==> config.mk <==
export PLATFORM = sky130hd
export DESIGN_NAME = gar_queue
export DESIGN_NICKNAME = d
export VERILOG_FILES = /design/src/sv/gar_pkg.sv /design/src/sv/gar_queue.sv
export SDC_FILE = /design/constraint.sdc
export NUM_CORES = 1
export LEC_CHECK = 0
export CAP_MARGIN = 20
export CORE_ASPECT_RATIO = 1.2
export CORE_MARGIN = 1.5
export CORE_UTILIZATION = 65
export DETAILED_ROUTE_END_ITERATION = 16
export DONT_BUFFER_PORTS = 1
export PLACE_DENSITY = 0.81
export SKIP_CTS_REPAIR_TIMING = 1
export SYNTH_ARGS = -nofsm -noshare
export SYNTH_HDL_FRONTEND = slang
export SYNTH_SLANG_ARGS = --single-unit
==> constraint.sdc <==
create_clock -name clk -period 9.8 [get_ports clk]
set_input_delay 1.47 -clock clk [delete_from_list [all_inputs] [get_ports clk]]
set_output_delay 1.47 -clock clk [all_outputs]
set_load 0.02 [all_outputs]
==> src/sv/gar_pkg.sv <==
`default_nettype none
// ----------------------------------------------------------------------------
// gar_pkg
// Shared codes, constants and the command type passed from the front end to
// the back end of the graphics aperture register window.
// ----------------------------------------------------------------------------
package gar_pkg;

  // Bus operation codes
  localparam logic [1:0] OP_IO_RD  = 2'd0;
  localparam logic [1:0] OP_IO_WR  = 2'd1;
  localparam logic [1:0] OP_MEM_RD = 2'd2;
  localparam logic [1:0] OP_MEM_WR = 2'd3;

  // Access size codes (anything above word is a dword)
  localparam logic [1:0] SZ_BYTE      = 2'd0;
  localparam logic [1:0] SZ_WORD      = 2'd1;
  localparam logic [1:0] SZ_DWORD     = 2'd2;
  localparam logic [1:0] SZ_DWORD_ALT = 2'd3;

  // Result status codes
  localparam logic [1:0] ST_DONE   = 2'd0;
  localparam logic [1:0] ST_WINDOW = 2'd1;
  localparam logic [1:0] ST_MEMORY = 2'd2;
  localparam logic [1:0] ST_PASS   = 2'd3;

  localparam int ADDR_W   = 24;
  localparam int DATA_W   = 32;
  localparam int REG_NUM  = 16;
  localparam int REG_IDX_W = 4;
  localparam int MA_W     = 22;   // six bank bits above a 16-bit window offset

  localparam logic [ADDR_W-1:0] WINDOW_RESET  = 24'h0A0000;
  localparam logic [ADDR_W:0]   WINDOW_SPAN   = 25'h0010000;
  localparam logic [ADDR_W-1:0] REG_PORT_BASE = 24'h002100;
  localparam logic [ADDR_W-1:0] ID_PORT_LO    = 24'h000100;
  localparam logic [ADDR_W-1:0] ID_PORT_HI    = 24'h000101;
  localparam logic [7:0]        ID_BYTE_LO    = 8'hFE;
  localparam logic [7:0]        ID_BYTE_HI    = 8'hE8;
  localparam logic [DATA_W-1:0] REJECT_VALUE  = 32'h0000_00FF;
  localparam logic [2:0]        MODE_MASK     = 3'h7;
  localparam logic [2:0]        MODE_MIN      = 3'd4;
  localparam logic [5:0]        BANK_MASK     = 6'h3F;

  localparam logic [REG_IDX_W-1:0] REG_MODE     = 4'd0;
  localparam logic [REG_IDX_W-1:0] REG_APERTURE = 4'd1;
  localparam logic [REG_IDX_W-1:0] REG_BANK     = 4'd8;

  localparam int QUEUE_DEPTH = 2;
  localparam int QUEUE_PTR_W = (QUEUE_DEPTH > 1) ? $clog2(QUEUE_DEPTH) : 1;

  // One classified access. mem set means the back end must touch video
  // memory; otherwise rd and st already hold the finished result.
  typedef struct packed {
    logic              mem;
    logic              wr;
    logic [MA_W-1:0]   ma;
    logic [1:0]        nm1;
    logic [DATA_W-1:0] wdata;
    logic [DATA_W-1:0] rd;
    logic [1:0]        st;
  } gar_cmd_t;

endpackage
`default_nettype wire

==> src/sv/gar_queue.sv <==
`default_nettype none
// ----------------------------------------------------------------------------
// gar_queue
// Short command queue between the front end and the back end.
// ----------------------------------------------------------------------------
module gar_queue (
  input  wire logic              clk,
  input  wire logic              rst,
  input  wire logic              push_valid,
  output logic                   push_ready,
  input  wire gar_pkg::gar_cmd_t push_cmd,
  output logic                   pop_valid,
  input  wire logic              pop_ready,
  output gar_pkg::gar_cmd_t      pop_cmd
);
  import gar_pkg::*;

  gar_cmd_t               slots [QUEUE_DEPTH];
  logic [QUEUE_PTR_W-1:0] wptr;
  logic [QUEUE_PTR_W-1:0] rptr;
  logic [QUEUE_PTR_W:0]   count;
  logic                   do_push;
  logic                   do_pop;

  assign push_ready = (count != (QUEUE_PTR_W+1)'(QUEUE_DEPTH));
  assign pop_valid  = (count != '0);
  assign pop_cmd    = slots[rptr];
  assign do_push    = push_valid && push_ready;
  assign do_pop     = pop_valid && pop_ready;

  always_ff @(posedge clk) begin
    if (do_push) begin
      slots[wptr] <= push_cmd;
    end
  end

  always_ff @(posedge clk) begin
    if (rst) begin
      wptr  <= '0;
      rptr  <= '0;
      count <= '0;
    end else begin
      if (do_push) begin
        wptr <= (wptr == QUEUE_PTR_W'(QUEUE_DEPTH-1)) ? '0 : wptr + 1'b1;
      end
      if (do_pop) begin
        rptr <= (rptr == QUEUE_PTR_W'(QUEUE_DEPTH-1)) ? '0 : rptr + 1'b1;
      end
      if (do_push && !do_pop) begin
        count <= count + 1'b1;
      end else if (do_pop && !do_push) begin
        count <= count - 1'b1;
      end
    end
  end
endmodule
`default_nettype wire

## Yosys cells after proc, flatten, opt, wreduce, memory -nomap -nowiden

Memories as Yosys holds them, arrays and structs flattened. A register that Yosys moved wholly into a read port is not among the register bits.
Cells that the tools add are included.

- Memories kept: 1
- Output and inout bits: 94
- Register bits after elaboration: 4
- Input port bits: 96
- RAM bits: 184
- Word-level logic and storage cells: 25

- Eq/ne operators: 1
- Add/subtract/negate cells: 4
- Reduce and logical (&&, ||, !) cells: 8
- Multiplexer cells: 8

Memories:

| name | words | bits a word | read ports | clocked after memory_dff | wr ports | RTL line | text |
|---|---|---|---|---|---|---|---|
| slots | 2 | 92 | 1 | 1 | 1 | gar_queue.sv:18 | `gar_cmd_t slots [QUEUE_DEPTH];` |

Operators by type and width:

| kind | number |
|---|---|
| $mux 1 | 6 |
| $logic_and 1x1->1 | 4 |
| $mux 2 | 2 |
| $reduce_bool 2->1 | 2 |
| $add 1x1->1 const B | 2 |
| $add 2x1->2 const B | 1 |
| $logic_not 1->1 | 2 |
| $ne 2x2->1 const B | 1 |
| $sub 2x1->2 const B | 1 |

## Longest topological paths before layout

Gate-level depths: netlist (run 1).

- Depth in word-level cells: 6
- Mapped depth: 6
- Gate-level depth less buffers: 6

## Worst setup path after synthesis (run 1)

No wires, ideal clock.

- Path type: input -> register
- Start: in push_valid
- End: mem slots[1][0] (netlist bit) (enable)
- Setup slack: 5.683 ns
- Stages: 1
- Path buffers: 0
- Data required time: 9.338 ns
- Data arrival time: 3.655 ns
- Library setup time: 0.462 ns
- Path through: and3_1

- Cells in the longest elaborated chain, start to end: 3

RTL lines:

| item | RTL line | text |
|---|---|---|
| start: declaration | gar_queue.sv:9 | `input wire logic push_valid,` |
| $logic_and 1x1->1 | gar_queue.sv:28 | `assign do_push = push_valid && push_ready;` |
| $mux 1 | gar_queue.sv:32 | `if (do_push) begin` |
| $mux 1 (implied by the code) | gar_queue.sv:33 | `slots[wptr] <= push_cmd;` |
| end: declaration | gar_queue.sv:18 |  |

Every way passes these cells.

==> flow_metrics.env, run 1 <==
export IMPL_root_buffer="clkbuf_16"
export IMPL_grt_pass1_vias=2853
export IMPL_mostFrequentLayoutCell="edfxtp_1"
export IMPL_hold_start="rptr"
export IMPL_hpwlAfterDp_mm=6.78
export IMPL_start_util=0.661
export IMPL_critPathCaptureType="output pin"
export IMPL_die_height_um=116
export IMPL_clock_latency_ps=410
export IMPL_grt_antenna_before_repair=0
export IMPL_rsz0062_at_grt="false"
export IMPL_grt_overflow=0
export IMPL_place_congestion=0.732
export IMPL_yosysWarnings=0
export IMPL_ir_worst_vdd_mv=0.180
export IMPL_path_clk_slew_ps=60
export IMPL_dp_cells=432
export IMPL_routed_wl_mm=10.6
export IMPL_cts_tree="done"
export IMPL_cp_start_kind="flip-flop"
export IMPL_grt_max_degree=56
export IMPL_min_period_ps=3420
export IMPL_drtIter0Drc=167
export IMPL_drc=0
export IMPL_critical_path_required_ps=8330
export IMPL_die_x_um=97.0
export IMPL_ctsLongestPathBuffers=2
export IMPL_drt_vias_per_instance=5.91
export IMPL_slew_headroom=0.507
export IMPL_clock_fmax_mhz=293
export IMPL_routedWlPerCell_um=22.9
export IMPL_critPathArrivalTime_ps=1950
export IMPL_timing_rr_start="count[0]"
export IMPL_finalSetupTns_ps=0
export IMPL_worstSetupEndpoint="pop_cmd[30]"
export IMPL_drv_cap=0
export IMPL_finalMaxSlewViolations=0
export IMPL_core_um2=10400
export IMPL_setup_viol=0
export IMPL_synth_nets=407
export IMPL_drive_gt1_frac=0.391
export IMPL_syn_to_final_growth_pct=10.1
export IMPL_syn_inst=310
export IMPL_power_density_nw_per_um2=289
export IMPL_final_area_um2=7580
export IMPL_crit_path_max_fanout=48
export IMPL_n_antenna_cell=0
export IMPL_synthDistinctLibCells=19
export IMPL_synth_seq_area_share=0.817
export IMPL_cts_sinks=189
export IMPL_crit_type="reg2out"
export IMPL_grt_pass1_wl_mm=15.3
export IMPL_period_share=0.349
export IMPL_syn_area_um2=6890
export IMPL_dr_total_vias=2744
export IMPL_worst_pin_slew_ps=740
export IMPL_status="finished, final reports clean"
export IMPL_synth_avg_cell_area_um2=22.2
export IMPL_place_area_um2=7000
export IMPL_htreeDepth=4
export IMPL_port_buffers=0
export IMPL_final_util=0.728
export IMPL_pin_count=190
export IMPL_row_count=41
export IMPL_final_cell_count_no_fill=464
export IMPL_ff2ff_path_depth=4
export IMPL_synth_ff_latch_count=189
export IMPL_r2r_end="slots[0][19]"
export IMPL_r2r_slack_ps=7270
export IMPL_firstDrtPassIters=5
export IMPL_numCtsBuffers=17
export IMPL_layout_common_cells="184 x edfxtp_1, 92 x mux2_2, 17 x clkbuf_16"
export IMPL_groute_usage_overall=0.187
export IMPL_die_area_um2=11200
export IMPL_finalNetCount=419
export IMPL_min_path_type="reg2reg"
export IMPL_finalHoldViolations=0
export IMPL_skew_ps=12.2
export IMPL_final_antenna_net_count=0
export IMPL_p_leak_uw=0.00246
-- routing by layer --
layer	wire [um]	GRT usage	vias to the layer above
li1	-	-	1251
met1	3700	0.200	1356
met2	5630	0.310	120
met3	1080	0.0971	17
met4	208	0.0908	0
met5	0	0	-
-- where the power goes --
| group | total [uW] | switching [uW] | internal [uW] | leakage, uW |
|---|---|---|---|---|
| Sequential | 1060 | 50.8 | 1010 | 0.00176 |
| Combinational | 460 | 305 | 155 | 0.000415 |
| Clock | 667 | 286 | 381 | 0.000284 |
| Total | 2190 | 641 | 1550 | 0.00246 |
-- sequential cells by signal, indices dropped and copies added, names as in the netlist, named ones only --
| register | cells |
|---|---|
| slots | 184 |
| count | 2 |
| rptr | 1 |
| wptr | 1 |
-- kinds of logic after synthesis --
group	Yosys count	share of synthesized area
and+or+nand+nor	9	0.00727
xor gates and xnor gates	3	0.00382
muxes	92	0.150
buffers and inverters	11	0.0154
AOI/OAI and AO/OA	5	0.00436
DFF	189	0.817
adders and majority gates	1	0.00182
-- final cells by class --
type | instances | area, um2
Timing Repair Buffer | 3 | 42.5
Inverter | 1 | 5.00
Tap cell | 129 | 161
Fill cell | 608 | 2830
Multi-Input combinational cell | 110 | 1160
Clock buffer | 18 | 429
Sequential cell | 189 | 5630
Clock inverter | 14 | 154
-- worst max-delay path, stage by stage (launching register included) --
cell     delay [ps]
dfxtp_4         760
buf_16          310
mux2_2          440
-- synth_stat cells --
| cell type | n | area, um2 |
|---|---|---|
| mux2_2 | 92 | 1040 |
| ha_1 | 1 | 12.5 |
| buf_6 | 8 | 90.1 |
| buf_2 | 1 | 5.00 |
| and2_1 | 1 | 6.26 |
| and3_1 | 1 | 6.26 |
| dfxtp_1 | 5 | 100 |
| nand2b_1 | 1 | 6.26 |
| or3_1 | 1 | 6.26 |
| edfxtp_1 | 184 | 5530 |
| o21ai_0 | 2 | 10.0 |
| xor2_1 | 3 | 26.3 |
| nand3b_1 | 1 | 7.51 |
| a21bo_2 | 1 | 10.0 |
| inv_1 | 1 | 3.75 |
| buf_4 | 1 | 7.51 |
| nor2_1 | 3 | 11.3 |
| or2_2 | 1 | 6.26 |
| a21oi_1 | 2 | 10.0 |
-- stage by stage --
stage / setup slack, ps / hold WS (ps) / total power, uW
after CTS: 6340 / 514 / 2210
after global placement: 6620 / 485 / 1530
final: 6380 / 512 / 2190
after global routing: 6290 / 552 / 2270
after floorplan: 5680 / 471 / 1490
after detailed placement: 6570 / 493 / 1550
-- worst min path at each step --
| stage | endpoint | cells after the start |
|---|---|---|
| after floorplan | count[1] | 2 |
| after global placement | count[1] | 2 |
| after detailed placement | flip-flop | 2 |
| after CTS | flip-flop | 2 |
| after global routing | count[1] | 2 |
| final | flip-flop | 2 |
Power figures use the tool's default switching activity.
==> inputs of run 2 (changes only) <==
--- a/config.mk
+++ b/config.mk
@@ -5,13 +5,14 @@
 export SDC_FILE = /design/constraint.sdc
 export NUM_CORES = 1
 export LEC_CHECK = 0
+export ABC_AREA = 1
 export CAP_MARGIN = 20
 export CORE_ASPECT_RATIO = 1.2
 export CORE_MARGIN = 1.5
-export CORE_UTILIZATION = 65
+export CORE_UTILIZATION = 56
 export DETAILED_ROUTE_END_ITERATION = 16
 export DONT_BUFFER_PORTS = 1
-export PLACE_DENSITY = 0.81
+export PLACE_DENSITY = 0.74
 export SKIP_CTS_REPAIR_TIMING = 1
 export SYNTH_ARGS = -nofsm -noshare
 export SYNTH_HDL_FRONTEND = slang
==> constraint.sdc (replaced) <==
create_clock -name clk -period 2.8 [get_ports clk]
set_input_delay 0.42 -clock clk [delete_from_list [all_inputs] [get_ports clk]]
set_output_delay 0.42 -clock clk [all_outputs]
set_load 0.02 [all_outputs]
==> run 2 against run 1 <==
  * Setup slack worse by 5900 ps
  * Die area rose by 22%
  * Clock-buffer cell count stayed put
  * Sequential share of layout area decreased by 3.5 points
  * Highest routed layer unchanged
==> flow_metrics.env, run 2 <==
export IMPL_reg_top3="slots x184, count x2"
export IMPL_grt_pass1_vias=2965
export IMPL_critPathBufInv=1
export IMPL_r2r_slack_ps=1020
export IMPL_synth_seq_area_share=0.773
export IMPL_synth_most_common_cell="edfxtp_1"
export IMPL_clock_latency_ps=410
export IMPL_routed_wl_mm=11.2
export IMPL_drt_vias_per_instance=5.59
export IMPL_grt_pass1_wl_mm=16.2
export IMPL_finalHoldViolations=0
export IMPL_path_clk_slew_ps=70
export IMPL_holdPathStages=0
export IMPL_n_antenna_cell=0
export IMPL_numCtsBuffers=17
export IMPL_dp_slack_ps=897
export IMPL_final_cell_count_no_fill=516
export IMPL_yosysTopAreaCellShare=0.759
export IMPL_setup_viol=0
export IMPL_cp_top_family="flip-flops"
export IMPL_mostFrequentLayoutCell="edfxtp_1"
export IMPL_regMostFlops="slots"
export IMPL_syn_area_um2=7280
export IMPL_slew_headroom=0.625
export IMPL_synth_ff_type="edfxtp_1"
export IMPL_synth_edf_count=184
export IMPL_synth_nets=420
export IMPL_pin_count=190
export IMPL_synthTopCellsByCount="184 x edfxtp_1, 80 x mux2_4, 12 x mux2_2"
export IMPL_grt_antenna_before_repair=0
export IMPL_synth_area_leaders="edfxtp_1 76%, mux2_4 17%, buf_12 2.2%, mux2_2 1.9%, dfxtp_1 1.4%"
export IMPL_yosysWarnings=0
export IMPL_firstDrtPassIters=4
export IMPL_cp_start_kind="flip-flop"
export IMPL_port_buffers=0
export IMPL_cp_slowest_cell="dfxtp_4"
export IMPL_synth_ff_latch_count=189
export IMPL_groute_usage_overall=0.166
export IMPL_root_buffer="clkbuf_16"
export IMPL_die_height_um=128
export IMPL_finalMaxSlewViolations=0
export IMPL_dr_total_vias=2886
export IMPL_grt_overflow=0
export IMPL_ctsLongestPathBuffers=2
export IMPL_drive_gt1_frac=0.375
export IMPL_yosys_area_top_type="edfxtp_1"
export IMPL_ff2ff_path_depth=5
export IMPL_drv_cap=0
export IMPL_critical_path_required_ps=2380
export IMPL_final_antenna_net_count=0
export IMPL_finalNetCount=436
export IMPL_skew_ps=5.41
export IMPL_die_area_um2=13700
export IMPL_row_count=45
export IMPL_cts_tree="done"
export IMPL_htreeDepth=4
export IMPL_drc=0
export IMPL_synthDistinctLibCells=15
export IMPL_min_path_type="in2reg"
export IMPL_largest_reg_flops=184
export IMPL_r2r_end="slots[1][63]"
export IMPL_slowest_delay_ps=710
export IMPL_start_util=0.574
export IMPL_core_um2=12700
export IMPL_synth_async_reset_ratio=0
export IMPL_worst_pin_slew_ps=562
export IMPL_cts_sinks=189
export IMPL_critPathCaptureType="output pin"
export IMPL_rsz0062_at_grt="false"
export IMPL_syn_inst=323
export IMPL_status="finished, final reports clean"
export IMPL_layout_common_cells="184 x edfxtp_1, 80 x mux2_4, 17 x clkbuf_16"
export IMPL_timing_rr_start="count[0]"
export IMPL_holdPathEnd="slots[1][51]"
export IMPL_routedWlPerCell_um=21.8
export IMPL_min_period_ps=2310
export IMPL_die_x_um=107
export IMPL_ir_worst_vdd_mv=0.515
export IMPL_worst_slack_ps=494
export IMPL_hold_start="push_cmd[51]"
export IMPL_power_density_nw_per_um2=968
export IMPL_period_share=0.824
export IMPL_p_leak_uw=0.00278
export IMPL_dp_cells=484
export IMPL_place_congestion=0.749
export IMPL_clock_fmax_mhz=434
export IMPL_drtIter0Drc=172
export IMPL_crit_type="reg2out"
export IMPL_syn_to_final_growth_pct=9.32
export IMPL_critPathArrivalTime_ps=1890
export IMPL_synth_avg_cell_area_um2=22.5
export IMPL_crit_chain="buf_4 -> mux2_2"
export IMPL_hpwlAfterDp_mm=7.62
export IMPL_grt_max_degree=71
export IMPL_crit_path_max_fanout=32
export IMPL_nFillCells=881
## run 2: cell types whose count changed after synthesis, moves of 3 or more
cell,before,now
mux2_2,92,12
mux2_4,0,80
nand2_1,0,9
buf_12,0,8
buf_6,8,1
inv_1,1,8
nor2_1,3,7
xor2_1,3,0
## run 2: how the worst max path moves through the flow
stage,startpoint,end,depth (start not counted),slack (ps)
2_1_floorplan,count[0],slots[0][0],4,-750
3_3_place_gp,flip-flop,pop_cmd[77],2,900
3_5_place_dp,flip-flop,pop_cmd[77],2,900
4_1_cts,flip-flop,pop_cmd[77],2,440
5_1_grt,flip-flop,pop_cmd[77],2,380
6_report,flip-flop,pop_cmd[79],2,490
## run 2: cell families after synthesis
kind of cell    synth area share
compound gates           0.00275
fa+ha+maj                0.00172
buf+inv                   0.0284
flops                      0.773
mux                        0.184
simple gates              0.0105
## run 2: where the power goes
| part | internal (uW) | total (uW) | switching (uW) | leakage (uW) |
|---|---|---|---|---|
| combinational | 705 | 1790 | 1080 | 0.000760 |
| clock | 1150 | 2160 | 1010 | 0.000259 |
| sequential | 3580 | 3750 | 173 | 0.00176 |
## run 2: metrics by stage
step	utilization	hold WS, ps	power (uW)	TNS (ps)	area, um2
4_1_cts	0.628	73.1	7810	0	7960
3_5_place_dp	0.585	506	5640	0	7410
6_report	0.628	94.7	7700	0	7960
2_1_floorplan	-	465	5480	-137360	7280
3_3_place_gp	0.585	479	5590	0	7410
5_1_grt	0.628	67.3	8000	0	7960
## run 2: final cells by class
class	instances	area (um2)	area share
clock buffer	18	429	0.0539
clock inverter	14	111	0.0140
inverter	8	30.0	0.00377
multi-input combinational	116	1460	0.184
sequential	189	5630	0.708
tap	164	205	0.0258
timing repair buffer	7	90.1	0.0113
## run 2: per-layer routing
layer,GRT usage,part of all wire,vias to the layer above
met5,0,0,-
met4,0.0902,0.032,0
met3,0.0819,0.099,31
met2,0.277,0.53,126
met1,0.169,0.34,1438
li1,-,-,1291
==> inputs of run 3 (changes only) <==
--- a/config.mk
+++ b/config.mk
@@ -9,10 +9,10 @@
 export CAP_MARGIN = 20
 export CORE_ASPECT_RATIO = 1.2
 export CORE_MARGIN = 1.5
-export CORE_UTILIZATION = 56
+export CORE_UTILIZATION = 63
 export DETAILED_ROUTE_END_ITERATION = 16
 export DONT_BUFFER_PORTS = 1
-export PLACE_DENSITY = 0.74
+export PLACE_DENSITY = 0.79
 export SKIP_CTS_REPAIR_TIMING = 1
 export SYNTH_ARGS = -nofsm -noshare
 export SYNTH_HDL_FRONTEND = slang
==> constraint.sdc (replaced) <==
create_clock -name clk -period 2.26 [get_ports clk]
set_input_delay 0.339 -clock clk [delete_from_list [all_inputs] [get_ports clk]]
set_output_delay 0.339 -clock clk [all_outputs]
set_load 0.02 [all_outputs]
==> run 3 against run 2 <==
  * Critical path depth did not move
  * Total power up 32%
  * Routed wire length grew 19%
  * Sequential cell count stayed put
  * Die area shrank 11%
  * Non-clock buffer count up 93
  * Sequential power rose by 24%
  * Highest routed layer unchanged
  * Register-to-register slack got worse by 390 ps
  * Design area grew 13%
==> flow_metrics.env, run 3 (synthesis gave the netlist of run 2 again) <==
export IMPL_routed_wl_mm=13.3
export IMPL_clock_latency_ps=420
export IMPL_final_cell_count_no_fill=599
export IMPL_numCtsBuffers=17
export IMPL_ir_worst_vdd_mv=0.857
export IMPL_routedWlPerCell_um=22.3
export IMPL_final_area_um2=8970
export IMPL_rsz0062_at_grt="false"
export IMPL_worst_pin_slew_ps=425
export IMPL_mostFrequentLayoutCell="edfxtp_1"
export IMPL_die_x_um=101
export IMPL_slowest_delay_ps=620
export IMPL_p_int_uw=7200
export IMPL_drive_gt1_frac=0.306
export IMPL_die_area_um2=12200
export IMPL_drv_cap=0
export IMPL_pin_count=190
export IMPL_place_area_um2=7440
export IMPL_hpwlAfterDp_mm=7.56
export IMPL_switching_share=0.292
export IMPL_crit_type="reg2out"
export IMPL_p_comb_frac=0.245
export IMPL_slew_headroom=0.717
export IMPL_row_count=42
export IMPL_nFillCells=576
export IMPL_grt_antenna_before_repair=0
export IMPL_p_seq_frac=0.456
export IMPL_min_path_type="in2reg"
export IMPL_p_leak_uw=0.00321
export IMPL_power_density_nw_per_um2=1130
export IMPL_finalNetCount=529
export IMPL_grt_overflow=0
export IMPL_setup_viol=0
export IMPL_groute_usage_overall=0.188
export IMPL_cp_slowest_cell="dfxtp_4"
export IMPL_regMostFlops="slots"
export IMPL_place_congestion=0.722
export IMPL_r2r_slack_ps=630
export IMPL_critPathArrivalTime_ps=1720
export IMPL_largest_reg_flops=184
export IMPL_layout_common_cells="184 x edfxtp_1, 92 x dlygate4sd3_1, 80 x mux2_4"
export IMPL_skew_ps=17.3
export IMPL_critPathCaptureType="output pin"
export IMPL_dr_total_vias=3274
export IMPL_final_util=0.805
export IMPL_finalSetupTns_ps=0
export IMPL_clock_fmax_mhz=486
export IMPL_critical_path_required_ps=1920
export IMPL_drc=0
export IMPL_period_share=0.910
export IMPL_drtIter0Drc=169
export IMPL_die_height_um=121
export IMPL_root_buffer="clkbuf_16"
export IMPL_port_buffers=0
export IMPL_timing_hold_ws_ps=105
export IMPL_finalHoldViolations=0
export IMPL_core_um2=11100
export IMPL_start_util=0.653
export IMPL_grt_pass1_vias=2971
export IMPL_htreeDepth=4
export IMPL_grt_pass1_wl_mm=16.3
export IMPL_crit_path_max_fanout=25
export IMPL_reg_top3="slots x184, count x2"
export IMPL_finalMaxSlewViolations=0
export IMPL_grt_max_degree=72
export IMPL_min_period_ps=2060
export IMPL_p_switching_uw=2970
export IMPL_crit_chain="buf_4 -> mux2_2"
export IMPL_status="finished, final reports clean"
export IMPL_cts_tree="done"
export IMPL_cts_sinks=189
export IMPL_firstDrtPassIters=4
export IMPL_path_clk_slew_ps=70
export IMPL_dp_cells=475
export IMPL_ctsLongestPathBuffers=2
export IMPL_drt_vias_per_instance=5.47
export IMPL_pwr_share_clk=0.299
export IMPL_syn_to_final_growth_pct=23.2
export IMPL_final_antenna_net_count=0
export IMPL_cp_start_kind="flip-flop"
==> run 3: cell count changes in the layout (fill, tap and decap cells not counted), moves of 2 or more <==
cell and delta:
dlygate4sd3_1 +92, bufinv_16 +3, clkinv_4 -3, inv_6 +3
clkinv_2 -2, clkinvlp_4 -2, nand2_1 -2, nand2_4 +2
==> run 3: cell type report <==
class	count	area [um2]	share of cell area
Antenna cell	1	2.50	0.000279
Multi-Input combinational cell	116	1480	0.165
Clock inverter	14	180	0.0201
Inverter	8	30.0	0.00335
Tap cell	154	193	0.0215
Clock buffer	17	425	0.0474
Timing Repair Buffer	100	1030	0.115
Sequential cell	189	5630	0.628
==> run 3: routing by layer <==
layer / vias up / track usage / wire length, um
met5: - / 0 / 0
met4: 0 / 0.0625 / 161
li1: 1485 / - / -
met2: 140 / 0.330 / 7450
met1: 1639 / 0.192 / 4800
met3: 10 / 0.0948 / 929
==> run 3: worst paths after layout <==
| check | startpoint | end | cells after the start |
|---|---|---|---|
| worst max-delay path | flip-flop | pop_cmd[72] | 2 |
| worst min-delay path | pop_ready | flip-flop | 2 |
| worst max register to register | count[1] | count[1] | 9 |
| worst min register to register | rptr | flip-flop | 2 |
==> run 3: metrics by stage <==
stage	power, uW	setup slack [ps]
6_report	10200	203
5_1_grt	10500	131
4_1_cts	10000	168
3_5_place_dp	7050	622
3_3_place_gp	6970	641
2_1_floorplan	6800	-86.2
==> run 3: power groups by stage <==
stage / combinational (uW) / clock [uW] / sequential (uW)
after floorplan: 2190 / 0 / 4610
after global placement: 2300 / 0 / 4660
after detailed placement: 2340 / 0 / 4710
after CTS: 2350 / 3070 / 4630
after global routing: 2620 / 3230 / 4680
final: 2490 / 3040 / 4640
==> run 3: worst max-delay path: cells and delay by family (launching register included) <==
family	cells	cell delay, ps
flops	1	620
mux	1	410
buf+inv	1	270
